==> src/rtl/tpc_pkg.sv <==
// touch point calibrator package: shared types, constants and helper functions
// used by every rtl file of the calibrator; has no dependencies of its own
`timescale 1ns / 1ps

package tpc_pkg;

  localparam int CoordW = 12;
  localparam int ByteW  = 8;

  // reset sizes and the landscape panel size
  localparam logic [CoordW-1:0] WIDTH_RESET  = 12'd240;
  localparam logic [CoordW-1:0] HEIGHT_RESET = 12'd320;
  localparam logic [CoordW-1:0] LAND_W       = 12'd320;
  localparam logic [CoordW-1:0] LAND_H       = 12'd240;

  // raw sample limits and landscape inversion
  localparam logic [CoordW-1:0] RAW_X_LIMIT = 12'd240;
  localparam logic [CoordW-1:0] RAW_Y_LIMIT = 12'd320;
  localparam logic [CoordW-1:0] LAND_INV    = 12'd239;

  // calibration points: x spans 36..228 (192), y spans 23..292 (269)
  localparam logic [CoordW-1:0] CAL_X_LO = 12'd36;
  localparam logic [CoordW-1:0] CAL_Y_LO = 12'd23;
  localparam int DxW = 8;   // raw x below 240, so x - 36 fits 8 bits
  localparam int DyW = 9;   // raw y below 320, so y - 23 fits 9 bits
  localparam logic [DxW-1:0] X_GAIN = 8'd239;
  localparam logic [DyW-1:0] Y_GAIN = 9'd319;
  localparam int PxW = 16;  // max 203 * 239
  localparam int PyW = 17;  // max 296 * 319

  // x: divide by 192 as shift by 6 then divide by 3 (683 / 2048)
  localparam int X_SPAN_SHIFT = 6;
  localparam int PxHiW        = PxW - X_SPAN_SHIFT;
  localparam logic [PxHiW-1:0] DIV3_MUL = 10'd683;
  localparam int DIV3_SHIFT   = 11;
  // y: divide by 269 as multiply by ceil(2^25 / 269)
  localparam logic [PyW-1:0] RECIP_269 = 17'd124738;
  localparam int RECIP_SHIFT  = 25;
  localparam int QW = 9;    // both quotients below 512

  typedef enum logic [1:0] {
    MODE_PASS,
    MODE_LAND,
    MODE_PORT
  } mode_t;

  typedef enum logic {
    REG_WIDTH  = 1'b0,
    REG_HEIGHT = 1'b1
  } reg_idx_t;

  // decoded poll after the input register
  typedef struct packed {
    logic              reject;
    mode_t             mode;
    logic [CoordW-1:0] rx;
    logic [CoordW-1:0] ry;
  } poll_t;

  // poll with the calibration products
  typedef struct packed {
    logic              reject;
    mode_t             mode;
    logic [CoordW-1:0] rx;
    logic [CoordW-1:0] ry;
    logic [PxW-1:0]    px;
    logic [PyW-1:0]    py;
  } prod_t;

  function automatic logic [CoordW-1:0] clamp_to(input logic [CoordW-1:0] v,
                                                 input logic [CoordW-1:0] size);
    logic [CoordW-1:0] r;
    if (size == '0) begin
      r = '0;
    end else if (v >= size) begin
      r = size - 12'd1;
    end else begin
      r = v;
    end
    return r;
  endfunction

endpackage

==> src/rtl/touch_point_calibrator.sv <==
// top level of the touch point calibrator: configuration registers and the
// three-stage pipeline; depends on tpc_pkg, tpc_front, tpc_mul and tpc_back
`timescale 1ns / 1ps

// usage
//   one request on the input channel carries one touch poll: bus_ok,
//   touches and the four coordinate bytes. every request gives exactly
//   one result request: pressed with a new mapped point, or released with
//   the point of the last press.
//   channels use valid/ready; a request moves when both are high.
// latency and throughput
//   a result shows on out_valid once its poll has passed the input, product
//   and output registers. one poll per cycle is taken while in_ready is
//   high; each stage holds one request and fills bubbles, so in_ready
//   stays high while any stage has room.
// stalls
//   when out_ready is low the output register holds its result and the
//   pipeline keeps filling; in_ready drops once all three stages are full.
// reset
//   rst (synchronous) empties the pipeline, clears the held point to 0,0
//   and sets the screen size to 240 x 320 (calibrated portrait mode).
// configuration
//   cfg_we writes cfg_data to the register chosen by cfg_index; write only
//   while no request is in flight.
module touch_point_calibrator (
  input  logic                       clk,
  input  logic                       rst,
  // configuration write port
  input  logic                       cfg_we,
  input  tpc_pkg::reg_idx_t          cfg_index,
  input  logic [tpc_pkg::CoordW-1:0] cfg_data,
  // poll request
  input  logic                       in_valid,
  output logic                       in_ready,
  input  logic                       bus_ok,
  input  logic [7:0]                 touches,
  input  logic [7:0]                 x_high,
  input  logic [7:0]                 x_low,
  input  logic [7:0]                 y_high,
  input  logic [7:0]                 y_low,
  // result request
  output logic                       out_valid,
  input  logic                       out_ready,
  output logic                       pressed,
  output logic [tpc_pkg::CoordW-1:0] point_x,
  output logic [tpc_pkg::CoordW-1:0] point_y
);
  import tpc_pkg::*;

  // screen size registers, also select the mapping mode
  logic [CoordW-1:0] screen_width;
  logic [CoordW-1:0] screen_height;

  // stage handshakes
  logic  s_valid;
  logic  s_ready;
  poll_t s_data;
  logic  m_valid;
  logic  m_ready;
  prod_t m_data;

  always_ff @(posedge clk) begin
    if (rst) begin
      screen_width  <= WIDTH_RESET;
      screen_height <= HEIGHT_RESET;
    end else if (cfg_we) begin
      unique case (cfg_index)
        REG_WIDTH:  screen_width  <= cfg_data;
        REG_HEIGHT: screen_height <= cfg_data;
        default:    screen_width  <= screen_width;
      endcase
    end
  end

  // stage 1: raw assembly, rejection and mode decode
  tpc_front u_front (
    .clk           (clk),
    .rst           (rst),
    .in_valid      (in_valid),
    .in_ready      (in_ready),
    .bus_ok        (bus_ok),
    .touches       (touches),
    .x_high        (x_high),
    .x_low         (x_low),
    .y_high        (y_high),
    .y_low         (y_low),
    .screen_width  (screen_width),
    .screen_height (screen_height),
    .s_valid       (s_valid),
    .s_ready       (s_ready),
    .s_data        (s_data)
  );

  // stage 2: calibration offsets and gain multiplies
  tpc_mul u_mul (
    .clk     (clk),
    .rst     (rst),
    .s_valid (s_valid),
    .s_ready (s_ready),
    .s_data  (s_data),
    .m_valid (m_valid),
    .m_ready (m_ready),
    .m_data  (m_data)
  );

  // stage 3: reciprocal divides, mode select, clamp, held point, output
  tpc_back u_back (
    .clk           (clk),
    .rst           (rst),
    .m_valid       (m_valid),
    .m_ready       (m_ready),
    .m_data        (m_data),
    .screen_width  (screen_width),
    .screen_height (screen_height),
    .out_valid     (out_valid),
    .out_ready     (out_ready),
    .pressed       (pressed),
    .point_x       (point_x),
    .point_y       (point_y)
  );

endmodule

==> src/rtl/tpc_front.sv <==
// input stage: assembles raw coordinates, decides rejection and mapping mode
// depends on tpc_pkg
`timescale 1ns / 1ps

module tpc_front (
  input  logic                      clk,
  input  logic                      rst,
  input  logic                      in_valid,
  output logic                      in_ready,
  input  logic                      bus_ok,
  input  logic [7:0]                touches,
  input  logic [7:0]                x_high,
  input  logic [7:0]                x_low,
  input  logic [7:0]                y_high,
  input  logic [7:0]                y_low,
  input  logic [tpc_pkg::CoordW-1:0] screen_width,
  input  logic [tpc_pkg::CoordW-1:0] screen_height,
  output logic                      s_valid,
  input  logic                      s_ready,
  output tpc_pkg::poll_t            s_data
);
  import tpc_pkg::*;

  poll_t poll_next;

  assign in_ready = !s_valid || s_ready;

  always_comb begin
    poll_next.rx = {x_high[3:0], x_low};
    poll_next.ry = {y_high[3:0], y_low};
    poll_next.reject = !bus_ok || (touches == 8'd0) ||
                       (poll_next.rx >= RAW_X_LIMIT) || (poll_next.ry >= RAW_Y_LIMIT);
    if (screen_width == LAND_W && screen_height == LAND_H) begin
      poll_next.mode = MODE_LAND;
    end else if (screen_width == WIDTH_RESET && screen_height == HEIGHT_RESET) begin
      poll_next.mode = MODE_PORT;
    end else begin
      poll_next.mode = MODE_PASS;
    end
  end

  always_ff @(posedge clk) begin
    if (rst) begin
      s_valid <= 1'b0;
    end else if (in_ready) begin
      s_valid <= in_valid;
    end
  end

  always_ff @(posedge clk) begin
    if (in_valid && in_ready) begin
      s_data <= poll_next;
    end
  end

  // an accepted press is always inside the raw window
  a_press_in_window: assert property (@(posedge clk) disable iff (rst)
    (s_valid && !s_data.reject) |-> (s_data.rx < RAW_X_LIMIT && s_data.ry < RAW_Y_LIMIT))
    else $error("press outside raw window");

endmodule

==> src/rtl/tpc_mul.sv <==
// product stage: offsets raw samples by the calibration low points and scales
// them by the output span; depends on tpc_pkg
`timescale 1ns / 1ps

module tpc_mul (
  input  logic           clk,
  input  logic           rst,
  input  logic           s_valid,
  output logic           s_ready,
  input  tpc_pkg::poll_t s_data,
  output logic           m_valid,
  input  logic           m_ready,
  output tpc_pkg::prod_t m_data
);
  import tpc_pkg::*;

  logic [CoordW-1:0] dx_full;
  logic [CoordW-1:0] dy_full;
  logic [DxW-1:0]    dx;
  logic [DyW-1:0]    dy;
  logic [PxW-1:0]    px;
  logic [2*DyW-1:0]  py_full;
  prod_t             prod_next;

  assign s_ready = !m_valid || m_ready;

  always_comb begin
    // at or below the low point the map gives zero
    dx_full = (s_data.rx > CAL_X_LO) ? (s_data.rx - CAL_X_LO) : '0;
    dy_full = (s_data.ry > CAL_Y_LO) ? (s_data.ry - CAL_Y_LO) : '0;
    dx      = dx_full[DxW-1:0];
    dy      = dy_full[DyW-1:0];
    px      = {{(PxW-DxW){1'b0}}, dx} * {{(PxW-DxW){1'b0}}, X_GAIN};
    py_full = {{DyW{1'b0}}, dy} * {{DyW{1'b0}}, Y_GAIN};
    prod_next.reject = s_data.reject;
    prod_next.mode   = s_data.mode;
    prod_next.rx     = s_data.rx;
    prod_next.ry     = s_data.ry;
    prod_next.px     = px;
    prod_next.py     = py_full[PyW-1:0];
  end

  always_ff @(posedge clk) begin
    if (rst) begin
      m_valid <= 1'b0;
    end else if (s_ready) begin
      m_valid <= s_valid;
    end
  end

  always_ff @(posedge clk) begin
    if (s_valid && s_ready) begin
      m_data <= prod_next;
    end
  end

  // a stalled stage keeps its request
  a_stall_hold: assert property (@(posedge clk) disable iff (rst)
    (m_valid && !m_ready) |=> (m_valid && $stable(m_data)))
    else $error("product stage lost a stalled request");

endmodule

==> src/rtl/tpc_back.sv <==
// result stage: divides the products, selects the mapping, clamps to the
// screen size, keeps the held point and drives the output register; uses tpc_pkg
`timescale 1ns / 1ps

module tpc_back (
  input  logic                       clk,
  input  logic                       rst,
  input  logic                       m_valid,
  output logic                       m_ready,
  input  tpc_pkg::prod_t             m_data,
  input  logic [tpc_pkg::CoordW-1:0] screen_width,
  input  logic [tpc_pkg::CoordW-1:0] screen_height,
  output logic                       out_valid,
  input  logic                       out_ready,
  output logic                       pressed,
  output logic [tpc_pkg::CoordW-1:0] point_x,
  output logic [tpc_pkg::CoordW-1:0] point_y
);
  import tpc_pkg::*;

  logic [PxHiW-1:0]      px_hi;
  logic [2*PxHiW-1:0]    qx_prod;
  logic [2*PyW-1:0]      qy_prod;
  logic [QW-1:0]         qx;
  logic [QW-1:0]         qy;
  logic [CoordW-1:0]     sx;
  logic [CoordW-1:0]     sy;
  logic [CoordW-1:0]     held_x;
  logic [CoordW-1:0]     held_y;
  logic                  load;

  assign m_ready = !out_valid || out_ready;
  assign load    = m_valid && m_ready;

  always_comb begin
    px_hi   = m_data.px[PxW-1:X_SPAN_SHIFT];
    qx_prod = {{PxHiW{1'b0}}, px_hi} * {{PxHiW{1'b0}}, DIV3_MUL};
    qy_prod = {{PyW{1'b0}}, m_data.py} * {{PyW{1'b0}}, RECIP_269};
    qx      = qx_prod[DIV3_SHIFT +: QW];
    qy      = qy_prod[RECIP_SHIFT +: QW];
    unique case (m_data.mode)
      MODE_LAND: begin
        sx = m_data.ry;
        sy = LAND_INV - m_data.rx;
      end
      MODE_PORT: begin
        sx = {{(CoordW-QW){1'b0}}, qx};
        sy = {{(CoordW-QW){1'b0}}, qy};
      end
      default: begin
        sx = m_data.rx;
        sy = m_data.ry;
      end
    endcase
  end

  always_ff @(posedge clk) begin
    if (rst) begin
      out_valid <= 1'b0;
      held_x    <= '0;
      held_y    <= '0;
    end else begin
      if (m_ready) begin
        out_valid <= m_valid;
      end
      if (load && !m_data.reject) begin
        held_x <= clamp_to(sx, screen_width);
        held_y <= clamp_to(sy, screen_height);
      end
    end
  end

  always_ff @(posedge clk) begin
    if (load) begin
      pressed <= !m_data.reject;
      if (m_data.reject) begin
        point_x <= held_x;
        point_y <= held_y;
      end else begin
        point_x <= clamp_to(sx, screen_width);
        point_y <= clamp_to(sy, screen_height);
      end
    end
  end

  // whatever is shown, pressed or released, matches the held point
  a_out_is_held: assert property (@(posedge clk) disable iff (rst)
    out_valid |-> (point_x == held_x && point_y == held_y))
    else $error("result differs from held point");

  // the held point moves only with a loaded press
  a_held_only_on_press: assert property (@(posedge clk) disable iff (rst)
    !(load && !m_data.reject) |=> ($stable(held_x) && $stable(held_y)))
    else $error("held point changed without a press");

  // a released result keeps the point of the last press
  a_release_keeps_point: assert property (@(posedge clk) disable iff (rst)
    (load && m_data.reject) |=> (!pressed && point_x == $past(held_x)
                                 && point_y == $past(held_y)))
    else $error("release did not repeat the held point");

endmodule
==> config.mk <==
export PLATFORM = sky130hd
export DESIGN_NAME = touch_point_calibrator
export DESIGN_NICKNAME = d
export VERILOG_FILES = /design/src/rtl/tpc_pkg.sv /design/src/rtl/touch_point_calibrator.sv /design/src/rtl/tpc_front.sv /design/src/rtl/tpc_mul.sv /design/src/rtl/tpc_back.sv
export SDC_FILE = /design/constraint.sdc
export NUM_CORES = 1
export LEC_CHECK = 0
export BUFFER_PORTS_ARGS = -buffer_cell sky130_fd_sc_hd__buf_2
export CORE_MARGIN = 1
export CORE_UTILIZATION = 65
export CTS_BUF_LIST = sky130_fd_sc_hd__clkbuf_4 sky130_fd_sc_hd__clkbuf_8
export DETAILED_ROUTE_END_ITERATION = 7
export GPL_TIMING_DRIVEN = 0
export PLACE_DENSITY = 0.89
export SETUP_SLACK_MARGIN = 0.4
export SLEW_MARGIN = 5
export SYNTH_ARGS = -nofsm -noshare
export SYNTH_HDL_FRONTEND = slang
export SYNTH_SLANG_ARGS = --single-unit
==> constraint.sdc <==
create_clock -name clk -period 9.57 [get_ports clk]
set_input_delay 0.4785 -clock clk [delete_from_list [all_inputs] [get_ports clk]]
set_output_delay 0.4785 -clock clk [all_outputs]
set_load 0.1 [all_outputs]
* Yosys cells after proc, flatten, opt, wreduce, memory -nomap -nowiden
Cells that the tools add are included.
Word-level totals: bits in registers 163, bits in latches 0, RAM bits 0, memory bits (read-only) 0, input bits 59, word-level logic and storage cells 75, memories kept 0
Cells by class: add/subtract/negate cells 5, $mul 4, div/mod/pow operators 0, magnitude comparators 6, eq/ne operators 6, shifts and indexed selects 0, mux-type cells 11, bitwise operators 1, reductions and logical operators 22
Operator list (number):
- 12-bit 2-to-1 mux | 6
- 12-bit one-hot mux with 2 select lines | 2
- 17-bit by 16-bit multiplier with 33-bit output, second input constant | 1
- 12-bit by 8-bit == test with 1-bit output, second input constant | 2
- 12-bit by 9-bit == test with 1-bit output, second input constant | 2
- 12-bit greater-or-equal comparator | 2
- 12-bit logical NOT | 2
- 12-bit by 1-bit subtractor with 12-bit output, second input constant | 2
- 10-bit by 10-bit multiplier with 20-bit output, second input constant | 1
- 9-bit by 9-bit multiplier with 17-bit output, second input constant | 1
- 8-bit by 8-bit multiplier with 16-bit output, second input constant | 1
- 12-bit by 8-bit greater-or-equal comparator with 1-bit output, second input constant | 1
- 12-bit by 9-bit greater-or-equal comparator with 1-bit output, second input constant | 1
- 12-bit by 5-bit greater-than comparator with 1-bit output, second input constant | 1
- 12-bit by 6-bit greater-than comparator with 1-bit output, second input constant | 1
- 8-bit by 12-bit subtractor with 12-bit output, first input constant | 1
- 9-bit 2-to-1 mux | 1
- 9-bit by 5-bit subtractor with 9-bit output, second input constant | 1
- 8-bit logical NOT | 1
- 8-bit 2-to-1 mux | 1
- 8-bit by 6-bit subtractor with 8-bit output, second input constant | 1
- 1-bit logical AND | 6
- 1-bit logical OR | 6
- 1-bit logical NOT | 5
- other kinds (5) | 6

* Longest topological paths before layout
depth after elaboration 6, gate-level depth with buffers 31, gate-level depth less buffers 29

* By module
From an unflattened synthesis, not the netlist that was laid out.
Second synthesis, totals: cell total of the unflattened synthesis 1763, area, all modules 17533.1 µm²
By module, submodules not included:
- tpc_back | instances 1, cells each 1077, area an instance 9789.4 µm², seq. area each 1251.2 µm²
- tpc_mul | instances 1, cells each 535, area an instance 5714.2 µm², seq. area each 1821.7 µm²
- tpc_front | instances 1, cells each 53, area an instance 1026.0 µm², seq. area each 830.8 µm²
- touch_point_calibrator | instances 1, cells each 98, area an instance 1003.5 µm², seq. area each 480.5 µm²

* Worst setup path after synthesis
OpenSTA, ideal clock, no wires.
kind reg-to-reg, from reg, netlist name u_mul.m_data[3], to reg u_back.point_y[10] (netlist name) (data pin), setup time 254 ps, arrival time 7143 ps, required time 9316 ps, path slack 2173 ps, stages on the path, launching flop included 31, period minus slack after synthesis 7397 ps, cells stage by stage edfxtp_1 > inv_1 > fa_1 > inv_1 > fa_1 > inv_1 > fa_1 > inv_1 > fa_1 > inv_1 > fa_1 > fa_1 > inv_1 > ha_1 > o21ai_0 > a211o_1 > or2_0 > clkbuf_2 > a31oi_4 > xnor2_1 > nor2_1 > or2_2 > ha_1 > a21oi_1 > o221ai_1 > a21oi_1 > o31ai_1 > clkbuf_1 > mux2i_1 > a211oi_1 > a21o_1
On the way: longest elaborated chain between the ends 6
Ends and longest elaborated chain:
- 17-bit by 16-bit multiplier with 33-bit output | RTL line tpc_back.sv:38 | qy_prod = {{PyW{1'b0}}, m_data.py} * {{PyW{1'b0}}, RECIP_269};
- 12-bit one-hot mux with 2 select lines | RTL line tpc_back.sv:41 | unique case (m_data.mode)
- 12-bit greater-or-equal comparator | RTL line tpc_pkg.sv:75 | end else if (v >= size) begin
- 12-bit 2-to-1 mux | RTL line tpc_pkg.sv:75
- 12-bit 2-to-1 mux | RTL line tpc_pkg.sv:73 | if (size == '0) begin
- 12-bit 2-to-1 mux | RTL line tpc_back.sv:76 | if (m_data.reject) begin
- end signal, assigned | RTL line tpc_back.sv:78 | point_y <= held_y;
- end signal, assigned | RTL line tpc_back.sv:81 | point_y <= clamp_to(sy, screen_height);
- end, declared | RTL line tpc_back.sv:17 | output logic [tpc_pkg::CoordW-1:0] point_y
No other way between the ends. A chain may end at the register's enable or synchronous reset.

* Worst setup path in the final report
from reg, netlist name u_mul.m_data[3], to reg u_back.point_y[10] (netlist name) (data pin)
On the way: longest elaborated chain between the ends 6
Ends and longest elaborated chain (RTL line):
- 17-bit by 16-bit multiplier with 33-bit output | tpc_back.sv:38
- 12-bit one-hot mux with 2 select lines | tpc_back.sv:41
- 12-bit greater-or-equal comparator | tpc_pkg.sv:75
- 12-bit 2-to-1 mux | tpc_pkg.sv:75
- 12-bit 2-to-1 mux | tpc_pkg.sv:73
- 12-bit 2-to-1 mux | tpc_back.sv:76
No other way between the ends.

==> reports/results.ini <==
[outcome]
outcome=complete, no violations

[floorplan]
die_height_um=161
row_count=57
dieArea_mm2=0.0259
ios=86
die_width_um=161
core_area_mm2=0.0245
start_util=0.670

[critical_path]
crit_type=reg2reg
critical-path-max-stage-delay_ns=0.55
cp.required_ns=9.79
cp-end-kind=flop
critPathMaxFanout=10
arrival_ns=8.72
critPathLaunchType=flop
crit_slowest_cell=fa_1

[global_route]
grtUsageTotal=0.300
antenna_found_initial=0
grt_pass1_vias=12768
gr-total-overflow=0
grt_max_degree=32
grt_pass1_wl_mm=61.1

[routing]
drc=0
routedWlPerCell_um=17.6
ant_nets=0
drt_first_iter_violations=998
avgViaCountPerCell=5.85
routed_wl_mm=37.1
drt_pass1_iterations=5
vias=12360

[final_layout]
area_growth_pct=7.73
layout_common_cells=337 x inv_1, 278 x ha_1, 153 x fa_1
drive_above_1_share=0.0765
fin_nets=2267
antenna_cells=0
finalInstanceArea_mm2=0.0177
final_common_cell=inv_1

[yosys]
synth_edf_count=106
synth_area_mm2=0.0164
ys.flop_type=edfxtp_1
yosysSeqAreaShare=0.256
postSynthCellCount=1679
syn_avg_cell_area_um2=9.79
netlist-cell-type-count=74
syn_nets=2169
ys_ff_latch=157
ys_warn_count=0
async_flop_share=0

[clock_tree]
cts_tree=built
h-tree-depth=4
cts_num_sinks=157
clock_tree.buffer_depth=2
cts.clk_slew.worst_paths_ns=0.12
hold_buffers=0
insertion_delay_ns=0.48
postCtsResizedCells=0
cts_root_buf=clkbuf_8
cts-buffers-inserted=17
postCtsSetupRepairBufs=0

[timing]
fin_crit_ns=8.50
slew_violations=0
setup_viol=0
relSlewSlack=0.383
finalCritPeriodShare=0.888
hold_ws_ns=0.184
finalSetupTns_ns=0
fmax_ghz=0.118
hold_viol=0
fin_skew_ns=0.0331
tightest_slew_ns=0.923
rsz0062_at_grt=false

[place]
dpl-instance-area_mm2=0.0173
gp_congestion=0.965
place_hpwl_mm=31.4
portBuffers=76

[flow_run]
drv_cap=0

[hold_path]
hold_class=in2reg

[cell families (layout without fill, tap and decap cells)]
family          after synthesis  in the layout  share of synthesized area
fa+ha+maj                   431            431                      0.398
simple gates                374            374                      0.108
buf+inv                     374            485                     0.0855
compound gates              275            275                      0.115
flops                       157            157                      0.256
xor+xnor                     60             60                     0.0328
mux                           8              8                    0.00502
[synth_stat cells, types with 5 or more instances]
library cell	instances	area share
inv_1	337	0.077
ha_1	278	0.21
fa_1	153	0.19
nand2_1	139	0.032
edfxtp_1	106	0.19
a21oi_1	76	0.023
nor2_1	69	0.016
dfxtp_1	51	0.062
o21ai_0	49	0.015
xnor2_1	45	0.024
clkbuf_1	33	0.0075
nand3_1	32	0.0097
nor3_1	25	0.0076
nor2b_1	17	0.0065
nand4_1	15	0.0057
nor4_1	14	0.0053
xor2_1	14	0.0075
a21o_1	13	0.0059
o211ai_1	13	0.0059
a32o_1	12	0.0073
nand2b_1	11	0.0042
or3_1	11	0.0042
o21a_1	10	0.0046
o31ai_1	10	0.0046
a211o_1	9	0.0048
a211oi_1	9	0.0041
a31oi_1	9	0.0034
and2_1	9	0.0034
and3_1	7	0.0027
a22o_1	6	0.0032
mux2i_1	6	0.0037
nand3b_1	6	0.0027
or2_2	6	0.0023
a22oi_1	5	0.0023
[per-layer routing]
| metal | up-vias | global-route usage | routed length [um] |
|---|---|---|---|
| li1 | 5895 | - | - |
| met1 | 5939 | 0.376 | 15300 |
| met2 | 437 | 0.517 | 18200 |
| met3 | 89 | 0.0542 | 2390 |
| met4 | 0 | 0.116 | 1270 |
| met5 | - | 0 | 0 |
[final cells by class]
type                    count  area, um^2
plain buffers              36         136
clock buffers              18         241
clock inverters            14         159
fillers                  1768        6830
inverters                 338        1270
multi-input cells        1148       10900
flip-flops and latches    157        4200
well taps                 324         405
repair buffers             79         435
[per-stage QoR]
| stage | worst slack, ns | util | instances |
|---|---|---|---|
| global route | 0.752 | 0.722 | 2114 |
| global placement | 1.24 | 0.702 | 2079 |
| CTS | 1.15 | 0.722 | 2114 |
| floorplan | 2.17 | - | 1679 |
| detailed placement | 1.18 | 0.705 | 2082 |
| finish | 1.07 | 0.722 | 2114 |
[registers in the layout, summed over array words and instances, names as in the netlist, 12 cells and up]
register	flops
u_mul.m_data	54
u_front.s_data	27
screen_height	12
screen_width	12
u_back.held_x	12
u_back.held_y	12
u_back.point_x	12
u_back.point_y	12
[worst max-delay path, delay by kind of cell (launching register included)]
kind | cells | cell delay [ns]
AOI/OAI and AO/OA | 8 | 2.01
DFF | 1 | 0.53
buffers and inverters | 7 | 0.81
and+or+nand+nor | 3 | 0.67
muxes | 1 | 0.33
xor gates and xnor gates | 1 | 0.16
adders and majority gates | 8 | 3.70
[worst paths after layout]
kind | to | slack [ns] | startpoint | cells after the start
worst max-delay path | u_back.point_y[10]$_DFFE_PP_ | 1.07 | u_mul.m_data[3]$_DFFE_PP_ | 28
worst min-delay path | u_front.s_data[15]$_DFFE_PP_ | 0.18 | x_low[3] | 1
worst max register to register | u_back.point_y[10]$_DFFE_PP_ | 1.07 | u_mul.m_data[3]$_DFFE_PP_ | 28
worst min register to register | u_mul.m_data[59]$_DFFE_PP_ | 0.44 | u_front.s_data[26]$_DFFE_PP_ | 0
Power is left out: the tool's default activity adds up to more than one toggle a clock period on the data nets, which glitch-free logic cannot reach.
